File: config.mk
export PLATFORM = sky130hd
export DESIGN_NAME = raid6_pq_parity_engine
export DESIGN_NICKNAME = d
export VERILOG_FILES = /design/src/rtl/rpq_pkg.sv /design/src/rtl/raid6_pq_parity_engine.sv /design/src/rtl/rpq_lane.sv /design/src/rtl/rpq_merge.sv
export SDC_FILE = /design/constraint.sdc
export NUM_CORES = 1
export LEC_CHECK = 0
export BUFFER_PORTS_ARGS = -buffer_cell sky130_fd_sc_hd__buf_2
export CORE_MARGIN = 1.5
export CORE_UTILIZATION = 45
export CTS_CLUSTER_SIZE = 40
export DETAILED_ROUTE_END_ITERATION = 10
export PLACE_DENSITY = 0.72
export SYNTH_ARGS = -nofsm -noshare
export SYNTH_HDL_FRONTEND = slang
export SYNTH_SLANG_ARGS = --single-unit
File: constraint.sdc
create_clock -name i_clk -period 8.3 [get_ports i_clk]
set_clock_uncertainty 0.1 [all_clocks]
set_input_delay 0 -clock i_clk [delete_from_list [all_inputs] [get_ports i_clk]]
set_output_delay 0 -clock i_clk [all_outputs]
set_load 0.005 [all_outputs]
File: src/rtl/rpq_pkg.sv
`default_nettype none

package rpq_pkg;

    localparam int WORD_W        = 64;
    localparam int BYTE_W        = 8;
    localparam int LANES_MAX     = WORD_W / BYTE_W;
    localparam int LANES_DEFAULT = LANES_MAX;
    localparam int CFG_IDX_W     = 3;
    localparam int CFG_DATA_W    = 1;

    // reduction polynomial x^8 + x^4 + x^3 + x^2 + 1, top bit dropped
    localparam logic [BYTE_W-1:0] GF_POLY_LOW = 8'h1d;

    // configuration register indexes
    typedef enum logic [CFG_IDX_W-1:0] {
        CFG_P_ENABLE   = 3'd0,
        CFG_Q_ENABLE   = 3'd1,
        CFG_ZERO_P     = 3'd2,
        CFG_ZERO_Q     = 3'd3,
        CFG_CHECK_MODE = 3'd4
    } t_cfg_idx;

    // configuration state
    typedef struct packed {
        logic p_enable;
        logic q_enable;
        logic zero_p;
        logic zero_q;
        logic check_mode;
    } t_cfg;

    // per-request control that travels beside the lanes
    typedef struct packed {
        logic column_last;
        logic block_first;
        logic block_last;
    } t_item_ctl;

    // per-lane compare result for the merge stage
    typedef struct packed {
        logic p_eq;
        logic q_eq;
    } t_lane_flags;

    // GF(2^8) multiply, shift-and-add over the eight coefficient bits
    function automatic logic [BYTE_W-1:0] gf_mul(
        input logic [BYTE_W-1:0] a,
        input logic [BYTE_W-1:0] b
    );
        logic [BYTE_W-1:0] x;
        logic [BYTE_W-1:0] r;
        logic              carry;
        x = a;
        r = '0;
        for (int i = 0; i < BYTE_W; i++) begin
            if (b[i]) begin
                r = r ^ x;
            end
            carry = x[BYTE_W-1];
            x     = {x[BYTE_W-2:0], 1'b0};
            if (carry) begin
                x = x ^ GF_POLY_LOW;
            end
        end
        return r;
    endfunction

endpackage

`default_nettype wire

File: src/rtl/raid6_pq_parity_engine.sv
// channel | valid        | stall        | payload
// --------+--------------+--------------+------------------------------------------
// in      | i_in_valid   | o_in_stall   | i_data_word, i_coefficient, column/block
//         |              |              | marks, i_dest_p_word, i_dest_q_word
// out     | o_out_valid  | i_out_stall  | o_p_word, o_q_word, check flags, o_last
// cfg     | i_cfg_we     | none         | i_cfg_index, i_cfg_data
//
// one request per clock while o_in_stall is low; the per-column accumulator
// loop in each byte lane (GF multiply plus XOR) closes through the lane registers.
// a request passes through the lane registers, then the merge stage output
// register, on its way to a result.
// synchronous active-low reset clears accumulators, references, mismatch
// flags and valids; configuration returns to p/q enabled, zero start, generate.
// o_in_stall rises only while the lane stage holds a column end that the
// stalled output register cannot take.
`default_nettype none

module raid6_pq_parity_engine #(
    parameter int LANES = rpq_pkg::LANES_DEFAULT
) (
    input  wire logic                            i_clk,
    input  wire logic                            i_rst_n,
    // configuration
    input  wire logic                            i_cfg_we,
    input  wire logic [rpq_pkg::CFG_IDX_W-1:0]   i_cfg_index,
    input  wire logic [rpq_pkg::CFG_DATA_W-1:0]  i_cfg_data,
    // input channel
    input  wire logic                            i_in_valid,
    output logic                                 o_in_stall,
    input  wire logic [rpq_pkg::WORD_W-1:0]      i_data_word,
    input  wire logic [rpq_pkg::BYTE_W-1:0]      i_coefficient,
    input  wire logic                            i_column_first,
    input  wire logic                            i_column_last,
    input  wire logic                            i_block_first,
    input  wire logic                            i_block_last,
    input  wire logic [rpq_pkg::WORD_W-1:0]      i_dest_p_word,
    input  wire logic [rpq_pkg::WORD_W-1:0]      i_dest_q_word,
    // output channel
    output logic                                 o_out_valid,
    input  wire logic                            i_out_stall,
    output logic      [rpq_pkg::WORD_W-1:0]      o_p_word,
    output logic      [rpq_pkg::WORD_W-1:0]      o_q_word,
    output logic                                 o_p_check_failed,
    output logic                                 o_q_check_failed,
    output logic                                 o_last
);
    import rpq_pkg::*;

    t_cfg              r_cfg;
    logic              r_a_vld;
    t_item_ctl         r_a_ctl;
    logic              w_accept;
    logic              w_go;
    logic [WORD_W-1:0] w_p_acc, w_q_acc;
    logic [LANES-1:0]  w_p_eq, w_q_eq;
    t_lane_flags       w_flags [LANES];

    // configuration registers
    always_ff @(posedge i_clk) begin
        if (!i_rst_n) begin
            r_cfg <= '{p_enable: 1'b1, q_enable: 1'b1, zero_p: 1'b1,
                       zero_q: 1'b1, check_mode: 1'b0};
        end else if (i_cfg_we) begin
            case (t_cfg_idx'(i_cfg_index))
                CFG_P_ENABLE:   r_cfg.p_enable   <= i_cfg_data[0];
                CFG_Q_ENABLE:   r_cfg.q_enable   <= i_cfg_data[0];
                CFG_ZERO_P:     r_cfg.zero_p     <= i_cfg_data[0];
                CFG_ZERO_Q:     r_cfg.zero_q     <= i_cfg_data[0];
                CFG_CHECK_MODE: r_cfg.check_mode <= i_cfg_data[0];
                default: ;
            endcase
        end
    end

    // lane stage occupancy
    assign o_in_stall = r_a_vld && !w_go;
    assign w_accept   = i_in_valid && !o_in_stall;

    always_ff @(posedge i_clk) begin
        if (!i_rst_n) begin
            r_a_vld <= 1'b0;
        end else if (w_accept) begin
            r_a_vld <= 1'b1;
        end else if (w_go) begin
            r_a_vld <= 1'b0;
        end
    end

    always_ff @(posedge i_clk) begin
        if (w_accept) begin
            r_a_ctl <= '{column_last: i_column_last, block_first: i_block_first,
                         block_last: i_block_last};
        end
    end

    // byte lanes; lanes past LANES read as zero
    for (genvar k = 0; k < LANES_MAX; k++) begin : g_lane
        if (k < LANES) begin : g_on
            rpq_lane u_lane (
                .i_clk          (i_clk),
                .i_rst_n        (i_rst_n),
                .i_load         (w_accept),
                .i_column_first (i_column_first),
                .i_cfg          (r_cfg),
                .i_data         (i_data_word[k*BYTE_W +: BYTE_W]),
                .i_coef         (i_coefficient),
                .i_dest_p       (i_dest_p_word[k*BYTE_W +: BYTE_W]),
                .i_dest_q       (i_dest_q_word[k*BYTE_W +: BYTE_W]),
                .o_p_acc        (w_p_acc[k*BYTE_W +: BYTE_W]),
                .o_q_acc        (w_q_acc[k*BYTE_W +: BYTE_W]),
                .o_flags        (w_flags[k])
            );
            assign w_p_eq[k] = w_flags[k].p_eq;
            assign w_q_eq[k] = w_flags[k].q_eq;
        end else begin : g_off
            assign w_p_acc[k*BYTE_W +: BYTE_W] = '0;
            assign w_q_acc[k*BYTE_W +: BYTE_W] = '0;
        end
    end

    // merge lane results, sticky flags and output register
    rpq_merge #(
        .LANES (LANES)
    ) u_merge (
        .i_clk            (i_clk),
        .i_rst_n          (i_rst_n),
        .i_cfg            (r_cfg),
        .i_vld            (r_a_vld),
        .i_ctl            (r_a_ctl),
        .i_p_eq           (w_p_eq),
        .i_q_eq           (w_q_eq),
        .i_p_acc          (w_p_acc),
        .i_q_acc          (w_q_acc),
        .i_out_stall      (i_out_stall),
        .o_go             (w_go),
        .o_out_valid      (o_out_valid),
        .o_p_word         (o_p_word),
        .o_q_word         (o_q_word),
        .o_p_check_failed (o_p_check_failed),
        .o_q_check_failed (o_q_check_failed),
        .o_last           (o_last)
    );

    // input stalls only behind a held column end
    a_stall_cause: assert property (@(posedge i_clk) disable iff (!i_rst_n)
        o_in_stall |-> (r_a_vld && r_a_ctl.column_last && o_out_valid))
        else $error("input stalled without a blocked column end");

endmodule

`default_nettype wire

File: src/rtl/rpq_lane.sv
`default_nettype none

module rpq_lane (
    input  wire logic                        i_clk,
    input  wire logic                        i_rst_n,
    input  wire logic                        i_load,
    input  wire logic                        i_column_first,
    input  wire rpq_pkg::t_cfg               i_cfg,
    input  wire logic [rpq_pkg::BYTE_W-1:0]  i_data,
    input  wire logic [rpq_pkg::BYTE_W-1:0]  i_coef,
    input  wire logic [rpq_pkg::BYTE_W-1:0]  i_dest_p,
    input  wire logic [rpq_pkg::BYTE_W-1:0]  i_dest_q,
    output logic      [rpq_pkg::BYTE_W-1:0]  o_p_acc,
    output logic      [rpq_pkg::BYTE_W-1:0]  o_q_acc,
    output rpq_pkg::t_lane_flags             o_flags
);
    import rpq_pkg::*;

    logic [BYTE_W-1:0] r_p_acc, n_p_acc;
    logic [BYTE_W-1:0] r_q_acc, n_q_acc;
    logic [BYTE_W-1:0] r_p_ref, n_p_ref;
    logic [BYTE_W-1:0] r_q_ref, n_q_ref;
    logic [BYTE_W-1:0] w_p_base, w_q_base;
    t_lane_flags       r_flags, n_flags;

    // start value at the first source of a column
    always_comb begin
        w_p_base = r_p_acc;
        w_q_base = r_q_acc;
        n_p_ref  = r_p_ref;
        n_q_ref  = r_q_ref;
        if (i_column_first) begin
            n_p_ref  = i_dest_p;
            n_q_ref  = i_dest_q;
            w_p_base = (i_cfg.check_mode || i_cfg.zero_p) ? '0 : i_dest_p;
            w_q_base = (i_cfg.check_mode || i_cfg.zero_q) ? '0 : i_dest_q;
        end
    end

    // accumulate and compare against the reference
    always_comb begin
        n_p_acc      = w_p_base ^ i_data;
        n_q_acc      = w_q_base ^ gf_mul(i_coef, i_data);
        n_flags.p_eq = (n_p_acc == n_p_ref);
        n_flags.q_eq = (n_q_acc == n_q_ref);
    end

    always_ff @(posedge i_clk) begin
        if (!i_rst_n) begin
            r_p_acc <= '0;
            r_q_acc <= '0;
            r_p_ref <= '0;
            r_q_ref <= '0;
            r_flags <= '{p_eq: 1'b1, q_eq: 1'b1};
        end else if (i_load) begin
            r_p_acc <= n_p_acc;
            r_q_acc <= n_q_acc;
            r_p_ref <= n_p_ref;
            r_q_ref <= n_q_ref;
            r_flags <= n_flags;
        end
    end

    assign o_p_acc = r_p_acc;
    assign o_q_acc = r_q_acc;
    assign o_flags = r_flags;

endmodule

`default_nettype wire

File: src/rtl/rpq_merge.sv
`default_nettype none

module rpq_merge #(
    parameter int LANES = rpq_pkg::LANES_DEFAULT
) (
    input  wire logic                        i_clk,
    input  wire logic                        i_rst_n,
    input  wire rpq_pkg::t_cfg               i_cfg,
    input  wire logic                        i_vld,
    input  wire rpq_pkg::t_item_ctl          i_ctl,
    input  wire logic [LANES-1:0]            i_p_eq,
    input  wire logic [LANES-1:0]            i_q_eq,
    input  wire logic [rpq_pkg::WORD_W-1:0]  i_p_acc,
    input  wire logic [rpq_pkg::WORD_W-1:0]  i_q_acc,
    input  wire logic                        i_out_stall,
    output logic                             o_go,
    output logic                             o_out_valid,
    output logic      [rpq_pkg::WORD_W-1:0]  o_p_word,
    output logic      [rpq_pkg::WORD_W-1:0]  o_q_word,
    output logic                             o_p_check_failed,
    output logic                             o_q_check_failed,
    output logic                             o_last
);
    import rpq_pkg::*;

    logic              r_o_vld;
    logic [WORD_W-1:0] r_o_p, r_o_q;
    logic              r_o_pf, r_o_qf, r_o_last;
    logic              r_p_mis, n_p_mis;
    logic              r_q_mis, n_q_mis;
    logic              w_out_free;
    logic              w_emit;

    // the output register frees the stage when empty or being taken
    assign w_out_free = !r_o_vld || !i_out_stall;
    assign o_go       = i_vld && (!i_ctl.column_last || w_out_free);
    assign w_emit     = o_go && i_ctl.column_last;

    // sticky mismatch flags, cleared at block start before the check
    always_comb begin
        n_p_mis = r_p_mis;
        n_q_mis = r_q_mis;
        if (i_ctl.block_first) begin
            n_p_mis = 1'b0;
            n_q_mis = 1'b0;
        end
        if (i_ctl.column_last && i_cfg.check_mode) begin
            if (i_cfg.p_enable && !(&i_p_eq)) begin
                n_p_mis = 1'b1;
            end
            if (i_cfg.q_enable && !(&i_q_eq)) begin
                n_q_mis = 1'b1;
            end
        end
    end

    always_ff @(posedge i_clk) begin
        if (!i_rst_n) begin
            r_p_mis <= 1'b0;
            r_q_mis <= 1'b0;
        end else if (o_go) begin
            r_p_mis <= n_p_mis;
            r_q_mis <= n_q_mis;
        end
    end

    // output register
    always_ff @(posedge i_clk) begin
        if (!i_rst_n) begin
            r_o_vld <= 1'b0;
        end else if (w_emit) begin
            r_o_vld <= 1'b1;
        end else if (!i_out_stall) begin
            r_o_vld <= 1'b0;
        end
    end

    always_ff @(posedge i_clk) begin
        if (w_emit) begin
            r_o_p    <= i_cfg.p_enable ? i_p_acc : '0;
            r_o_q    <= i_cfg.q_enable ? i_q_acc : '0;
            r_o_pf   <= i_cfg.check_mode && n_p_mis;
            r_o_qf   <= i_cfg.check_mode && n_q_mis;
            r_o_last <= i_ctl.block_last;
        end
    end

    assign o_out_valid      = r_o_vld;
    assign o_p_word         = r_o_p;
    assign o_q_word         = r_o_q;
    assign o_p_check_failed = r_o_pf;
    assign o_q_check_failed = r_o_qf;
    assign o_last           = r_o_last;

    // a sticky flag only drops on a request that opens a block
    a_p_mis_clear: assert property (@(posedge i_clk) disable iff (!i_rst_n)
        $fell(r_p_mis) |-> $past(o_go && i_ctl.block_first))
        else $error("p mismatch flag cleared outside block start");

    a_q_mis_clear: assert property (@(posedge i_clk) disable iff (!i_rst_n)
        $fell(r_q_mis) |-> $past(o_go && i_ctl.block_first))
        else $error("q mismatch flag cleared outside block start");

    // a waiting result is never overwritten by a new one
    a_no_overwrite: assert property (@(posedge i_clk) disable iff (!i_rst_n)
        (r_o_vld && i_out_stall) |-> !w_emit)
        else $error("result emitted over a stalled result");

endmodule

`default_nettype wire
* Word-level counts from Yosys, hierarchy flattened *
Index checks and enable logic that the tools add are counted.

storage, ports and cells
  register bits after elaboration = 415
  word-level logic and storage cells = 323
  output and inout port bits = 133
  input bits = 213

cells by class
  bitwise gates (word level) = 79
  equal/unequal tests = 21
  mux-type cells = 129
  reductions and logical operators = 29

operators by type and width
  kind                                                                      number
  8-bit two-way mux                                                         112
  8-bit XOR                                                                 72
  8-bit equality test                                                       16
  5-bit two-way mux                                                         7
  4-bit inverter                                                            7
  8-bit AND reduction                                                       2
  1-bit two-way mux                                                         10
  2-bit AND reduction                                                       5
  1-bit logical AND                                                         9
  1-bit logical NOT                                                         7
  3-bit by 2-bit equality test with 1-bit output (second input constant)    2
  1-bit logical OR                                                          4
  3-bit by 1-bit equality test with 1-bit output (second input constant)    1
  3-bit equality test (second input constant)                               1
  3-bit logical NOT                                                         1
  2-bit by 1-bit inequality test with 1-bit output (second input constant)  1
  2-bit nonzero test                                                        1

* Longest topological paths before layout *
Gate-level depths: netlist (run 1).

  depth after elaboration = 18
  mapped depth = 12
  gate-level depth less buffers = 8

* Hierarchy *
A second synthesis (run 1) with hierarchy kept.

second synthesis, totals
  cells, all modules = 3,740
  area total of the unflattened synthesis = 32,572.5 sq um

modules (own cells, without submodules)
  module                                area each (sq um)  instances  cells each  sequential area each (sq um)
  rpq_lane (g_lane[1].g_on.u_lane ...)  3,405.8            7          425         680.7
  rpq_merge                             5,006.1            1          298         3,993.8
  rpq_lane (g_lane[0].g_on.u_lane)      3,344.5            1          438         680.7
  raid6_pq_parity_engine                381.6              1          29          210.2

* Least setup slack after synthesis (run 1) *
OpenSTA, ideal clock, no wires.

  kind = register to register
  from = register r_a_ctl[2] in the netlist's numbering
  to = register u_merge.r_o_last, in the netlist u_merge.o_last (enable)
  required time = 7,694 ps
  clock period less this slack = 4,077 ps
  slack = 4,223 ps
  arrival = 3,470 ps
  setup time = 506 ps
  cell stages (with the launch flop) = 2
  buffers on the path = 0
  cell sequence = edfxtp_1 -> and3_1

on the way
  word-level cells in the longest chain between the ends = 4

ends and longest elaborated chain
  item                    line                          RTL
  start, declared         raid6_pq_parity_engine.sv:51  t_item_ctl r_a_ctl;
  start signal, assigned  raid6_pq_parity_engine.sv:91  r_a_ctl <= '{column_last: i_column_last, block_first: i_block_first,
  1-bit logical NOT       rpq_merge.sv:36               assign o_go = i_vld && (!i_ctl.column_last || w_out_free);
  1-bit logical OR        rpq_merge.sv:36
  1-bit logical AND       rpq_merge.sv:36
  1-bit logical AND *     rpq_merge.sv:37               assign w_emit = o_go && i_ctl.column_last;
  via u_merge.w_emit      rpq_merge.sv:32               logic w_emit;
  end signal, assigned    rpq_merge.sv:84               r_o_last <= i_ctl.block_last;
  end, declared           rpq_merge.sv:28               logic r_o_pf, r_o_qf, r_o_last;

Mark *: on every way through the listed nets, which the timed path passes. The rest lies on a longest branch.
A chain may end at the register's enable or synchronous reset.

* Worst setup path after layout (run 1) *
  from = register r_a_ctl[2] in the netlist's numbering
  to = register g_lane[2].g_on.u_lane.r_p_acc[7]

on the way
  word-level cells in the longest chain between the ends = 7

ends and longest elaborated chain
  item                  line                          RTL
  1-bit logical NOT     rpq_merge.sv:36
  1-bit logical OR      rpq_merge.sv:36
  1-bit logical AND     rpq_merge.sv:36
  1-bit logical NOT     raid6_pq_parity_engine.sv:76  assign o_in_stall = r_a_vld && !w_go;
  1-bit logical AND     raid6_pq_parity_engine.sv:76
  1-bit logical NOT     raid6_pq_parity_engine.sv:77  assign w_accept = i_in_valid && !o_in_stall;
  1-bit logical AND     raid6_pq_parity_engine.sv:77
  end signal, assigned  rpq_lane.sv:56                r_p_acc <= n_p_acc;
  end, declared         rpq_lane.sv:19                logic [BYTE_W-1:0] r_p_acc, n_p_acc;

Every way passes these cells.

==> metrics.cfg, run 1 <==
[run_status]
status=finished, final reports clean

[route]
drt_first_pass_iters=6
drc=0
ant_nets=0
vias=27300
first_iter_violations=2785
vias_per_cell=5.52
wl_per_cell_microns=20.1
wl_microns=99500

[critical_path]
cp-end-kind=register
critical_path.top_delay_family=buffers and inverters
crit_path_frequent_cell=nand2_4
worst-path-max-fanout=144
critPathKind=register to register
worst-path-buf-inv=3
slowest_delay_ns=0.74
crit_arrival_ns=4.65
cp.required_ns=8.74
worst_path_max_delay_cell=inv_4
crit_chain=nand4_1, nand2_4, inv_4, nand2_4, buf_12, nor3_1, a21oi_1, a21boi_0, dlygate4sd3_1
worstSetupStartpointType=register

[synth]
postSynthNetCount=3881
yosysMostFrequentCell=nand2_1
synth_top_area_share_pct=18.8
yosysTopAreaCell=dfxtp_1
post_synth_num_cell_types=58
yosys_register_bits=415
synth_warnings=0
synthFlopType=dfxtp_1
ys_seq_area_share_pct=32.3
synth_common_cells=979 x nand2_1, 470 x xnor2_1, 281 x dfxtp_1, 230 x clkbuf_1, 156 x a21boi_0
syn_inst=3668
synth.area.top_cells=dfxtp_1 19%, xnor2_1 14%, edfxtp_1 13%
netlist_area_sq_um=29900
synth_edf_count=134
syn_area_per_cell_sq_um=8.15
async_flop_share_pct=0

[power_and_ir_drop]
leakage_uw=0.0145
seqPwrFrac_pct=33.4
switching_share_pct=33.2
powerDensity_nw_per_um2=200
combPwrFrac_pct=37.1
p_int_uw=4820
switchingPower_uw=2390
vdd_drop_max_v=0.000129
clkPwrFrac_pct=29.5
finalPower_uw=7210

[cts]
cts_tree=built
clk_path_buf_depth=3
cts_resized=0
cts_inserted_buffers=49
cts_sinks=415
h-tree-depth=2
clk_pin_slew_ns=0.06
clk_latency_ns=0.59
root_buffer=clkbuf_16

[flow_run]
max_cap_viol_count=0

[floorplanning]
coreArea_sq_um=65700
initial_utilization_pct=45.5
die_h_microns=261
num_rows=94
die_area_sq_um=68000
io_pins=346
die_x_microns=261

[grt]
grt_pass1_vias=25800
grt_pass1_wl_microns=151000
antenna_found_initial=6
grt_max_degree=244
overflow=0
grtUsageTotal_pct=28.6

[sta]
min_period_ns=4.22
setup_viol=0
fin_tns_setup_ns=0
rsz0062_at_grt=no
tightest_slew_ns=1.07
drv_slew=0
maxSlewHeadroom_pct=28.8
final_hold_viol_count=0
min_period_over_period_pct=50.8
fmax_mhz=237
setup_ws_ns=4.08

[place]
io_buffers=345
pre_cts_ws_ns=4.58
hpwl_microns=66000
gp_congestion=0.904

[cells_and_area]
fillers=5946
drive_gt1_share_pct=12.1
area_growth_pct=20.3
nets=4253

[hold_path]
hp-class=input port to register

cell families (layout without fill, tap and decap cells):
family	Yosys count	after routing	share of synthesized area, %
muxes	96	96	3.28
other	0	6	0
AOI/OAI and AO/OA	653	653	15.1
xor gates and xnor gates	644	644	22.3
buffers and inverters	334	743	4.54
and+or+nand+nor	1526	1526	22.5
DFF	415	415	32.3
per-layer routing:
metal	wire length, microns	track usage (%)
met5	36	0
met3	7520	4.88
met2	47200	47.7
met1	40000	36.1
met4	4710	13.2
repair_timing:
| item | CTS | global route |
|---|---|---|
| hold buffers | 267 | 0 |
| setup buffers | 0 | 0 |
| endpoints found under the hold margin | 233 | 0 |
power by group through the flow:
stage	Combinational (uW)	Clock [uW]	Sequential [uW]
6_report	2670	2130	2410
3_3_place_gp	2500	0	2450
5_1_grt	2870	2240	2430
2_1_floorplan	1950	0	2410
4_1_cts	2660	2150	2410
3_5_place_dp	2530	0	2450
worst register-to-register path, cell delays in order (launching register included):
cell and delay, ns:
edfxtp_1 0.48, nand4_1 0.23, nand2_4 0.30, inv_4 0.75
nand2_4 0.56, buf_12 0.38, nor3_1 0.60, a21oi_1 0.06
a21boi_0 0.16, dlygate4sd3_1 0.55
layout by cell type (no fill, tap or decap), types with 16 or more instances in the layout:
cell type        n
xnor3_1         60
nand2b_1        20
nor3_1          64
o22ai_1         74
nand3_1         21
a21oi_1         89
mux2i_1         81
a31oi_1         52
o21ai_0         93
xor2_1          98
buf_2          343
nor3b_1         55
and2_1         138
buf_4           29
o211a_1         43
dlygate4sd3_1  267
nor2_1         138
edfxtp_1       134
xnor2_1        468
nand2_1        977
clkbuf_16       50
o211ai_1        66
dfxtp_1        280
o221ai_1        16
nor2b_1         69
a21boi_0       156
nand4_1         29
through the flow:
stage                     util [%]  area (sq um)  cells  hold slack [ns]
after floorplan                  -         29900   3668         -0.00113
after global placement        48.2         31700   4586           0.0773
after detailed placement      48.2         31700   4586           0.0791
after CTS                     54.7         35900   4941        0.0000383
after global routing          54.7         35900   4943          0.00652
final                         54.7         36000   4947           0.0163
sequential cells by signal, summed over array words and instances, names as in the netlist:
register	count
u_merge.o_p_word	64
u_merge.o_out_valid	1
u_merge.r_p_mis	1
g_lane.g_on.u_lane.o_q_acc	64
g_lane.g_on.u_lane.o_p_acc	64
u_merge.o_q_word	64
u_merge.o_last	1
g_lane.g_on.u_lane.r_p_ref	64
r_a_vld	1
g_lane.g_on.u_lane.r_q_ref	64
g_lane.g_on.u_lane.o_flags	16
u_merge.o_q_check_failed	1
r_cfg	5
r_a_ctl	3
u_merge.o_p_check_failed	1
u_merge.r_q_mis	1
final cells by class:
cell class	instances	area, sq um	area share [%]
Antenna cell	6	15.0	0.0418
Clock buffer	70	1410	3.91
Clock inverter	18	145	0.404
Inverter	12	47.5	0.132
Multi-Input combinational cell	2919	18900	52.7
Sequential cell	415	9650	26.8
Tap cell	864	1080	3.01
Timing Repair Buffer	643	4670	13.0
path summary, 6_finish.rpt:
path | start | end | slack, ns | cells after the start
hold / removal | i_block_first | r_a_ctl[1] | 0.02 | 2
hold reg to reg | r_a_ctl[0] | u_merge.o_last | 0.33 | 0
setup / recovery | r_a_ctl[2] | g_lane[2].g_on.u_lane.o_p_acc[7] | 4.08 | 9
setup reg to reg | r_a_ctl[2] | g_lane[2].g_on.u_lane.o_p_acc[7] | 4.08 | 9
No activity file was read; power rests on OpenSTA's default activity.
==> run 2: changes to the inputs <==
- clock period: 8.3 -> 4.1 ns (I/O delays scaled with it)
==> metrics.cfg, run 2 (same netlist as run 1, synthesis figures left out) <==
[hold_path]
hp-class=input port to register

[flow_run]
max_cap_viol_count=0

[cells_and_area]
fillers=5929
nets=4288
mostFrequentLayoutCells=977 x nand2_1, 468 x xnor2_1, 343 x buf_2, 287 x dlygate4sd3_1, 280 x dfxtp_1
layout_commonest_cell=nand2_1
drive_gt1_share_pct=12.4
final_cell_count_no_fill=4984
area_growth_pct=22.0

[route]
first_iter_violations=2523
vias_per_cell=5.54
ant_nets=0
vias=27600
wl_microns=100000
wl_per_cell_microns=20.1
drc=0
drt_first_pass_iters=6

[critical_path]
worstSetupStartpointType=register
crit_chain=nand4_1, nand2_4, inv_4, nand2_4, buf_12, nand2_1, a21boi_0, dlygate4sd3_1
worst-path-max-fanout=59
cp.required_ns=4.53
critPathKind=register to register
cp-end-kind=register
crit_arrival_ns=3.79
crit_path_frequent_cell=nand2_4
worst-path-buf-inv=3
worst_path_max_delay_cell=dlygate4sd3_1
critical_path.top_delay_family=simple AND/OR/NAND/NOR gates
slowest_delay_ns=0.59

[place]
hpwl_microns=67300
io_buffers=345
dp_cells=4601
gp_congestion=0.935

[cts]
root_buffer=clkbuf_16
cts_sinks=415
clk_path_buf_depth=3
h-tree-depth=2
cts_resized=0
cts_inserted_buffers=49
post_cts_buffers=0
cts_tree=built
clk_latency_ns=0.60
clk_pin_slew_ns=0.06
hold_buffers=287

[sta]
maxSlewHeadroom_pct=15.0
drv_slew=0
fin_tns_setup_ns=0
tightest_slew_ns=1.27
fmax_mhz=297
final_hold_viol_count=0
min_period_ns=3.36
min_period_over_period_pct=82.1
rsz0062_at_grt=no
setup_viol=0

[grt]
grt_pass1_wl_microns=152000
overflow=0
grtUsageTotal_pct=28.8
grt_pass1_vias=26300
antenna_found_initial=12
grt_max_degree=139

[floorplanning]
coreArea_sq_um=65700
die_x_microns=261
die_h_microns=261
initial_utilization_pct=45.5
die_area_sq_um=68000
io_pins=346
num_rows=94

[power_and_ir_drop]
vdd_drop_max_v=0.000295
powerDensity_nw_per_um2=404
leakage_uw=0.0147

[run_status]
status=finished, final reports clean

run 2: cell type report:
| class | count | area [sq um] | share of cell area [%] |
|---|---|---|---|
| multi-input combinational | 2919 | 18900 | 51.9 |
| clock inverter | 23 | 275 | 0.755 |
| inverter | 12 | 47.5 | 0.130 |
| antenna | 8 | 20.0 | 0.0549 |
| timing repair buffer | 678 | 5140 | 14.1 |
| sequential | 415 | 9650 | 26.5 |
| tap | 864 | 1080 | 2.96 |
| clock buffer | 65 | 1330 | 3.64 |
run 2: path summary, 6_finish.rpt:
| check | to | cells past startpoint | slack (ns) | start |
|---|---|---|---|---|
| hold / removal | r_a_ctl[2] | 2 | 0.04 | i_column_last |
| setup / recovery | g_lane[3].g_on.u_lane.r_q_ref[1] | 8 | 0.74 | r_a_ctl[2] |
| setup reg to reg | g_lane[3].g_on.u_lane.r_q_ref[1] | 8 | 0.74 | r_a_ctl[2] |
| hold reg to reg | u_merge.o_last | 0 | 0.32 | r_a_ctl[0] |
run 2: metal layers:
layer	wire length [microns]	up-vias	track usage, %
met4	4950	14	13.9
met5	84	-	0
met1	39100	13100	35.5
met2	48400	1150	49.0
li1	-	13100	-
met3	7470	266	4.39
run 2: through the flow:
step	hold WS [ns]	utilization [%]	cell area, sq um	setup WS, ns	total power (uW)
after global routing	0.0368	55.5	36500	0.587	15400
after CTS	0.0246	55.5	36500	0.847	14800
after detailed placement	0.0816	48.6	32000	0.585	10100
after floorplan	-0.00113	-	29900	0.0233	8820
after global placement	0.0769	48.6	32000	0.688	9980
final	0.0393	55.5	36500	0.736	14700
run 2: where the power goes:
| group | total (uW) | leakage (uW) | internal (uW) | switching, uW |
|---|---|---|---|---|
| Clock | 4470 | 0.000768 | 2640 | 1820 |
| Combinational | 5390 | 0.0104 | 2670 | 2720 |
| Sequential | 4890 | 0.00355 | 4620 | 269 |
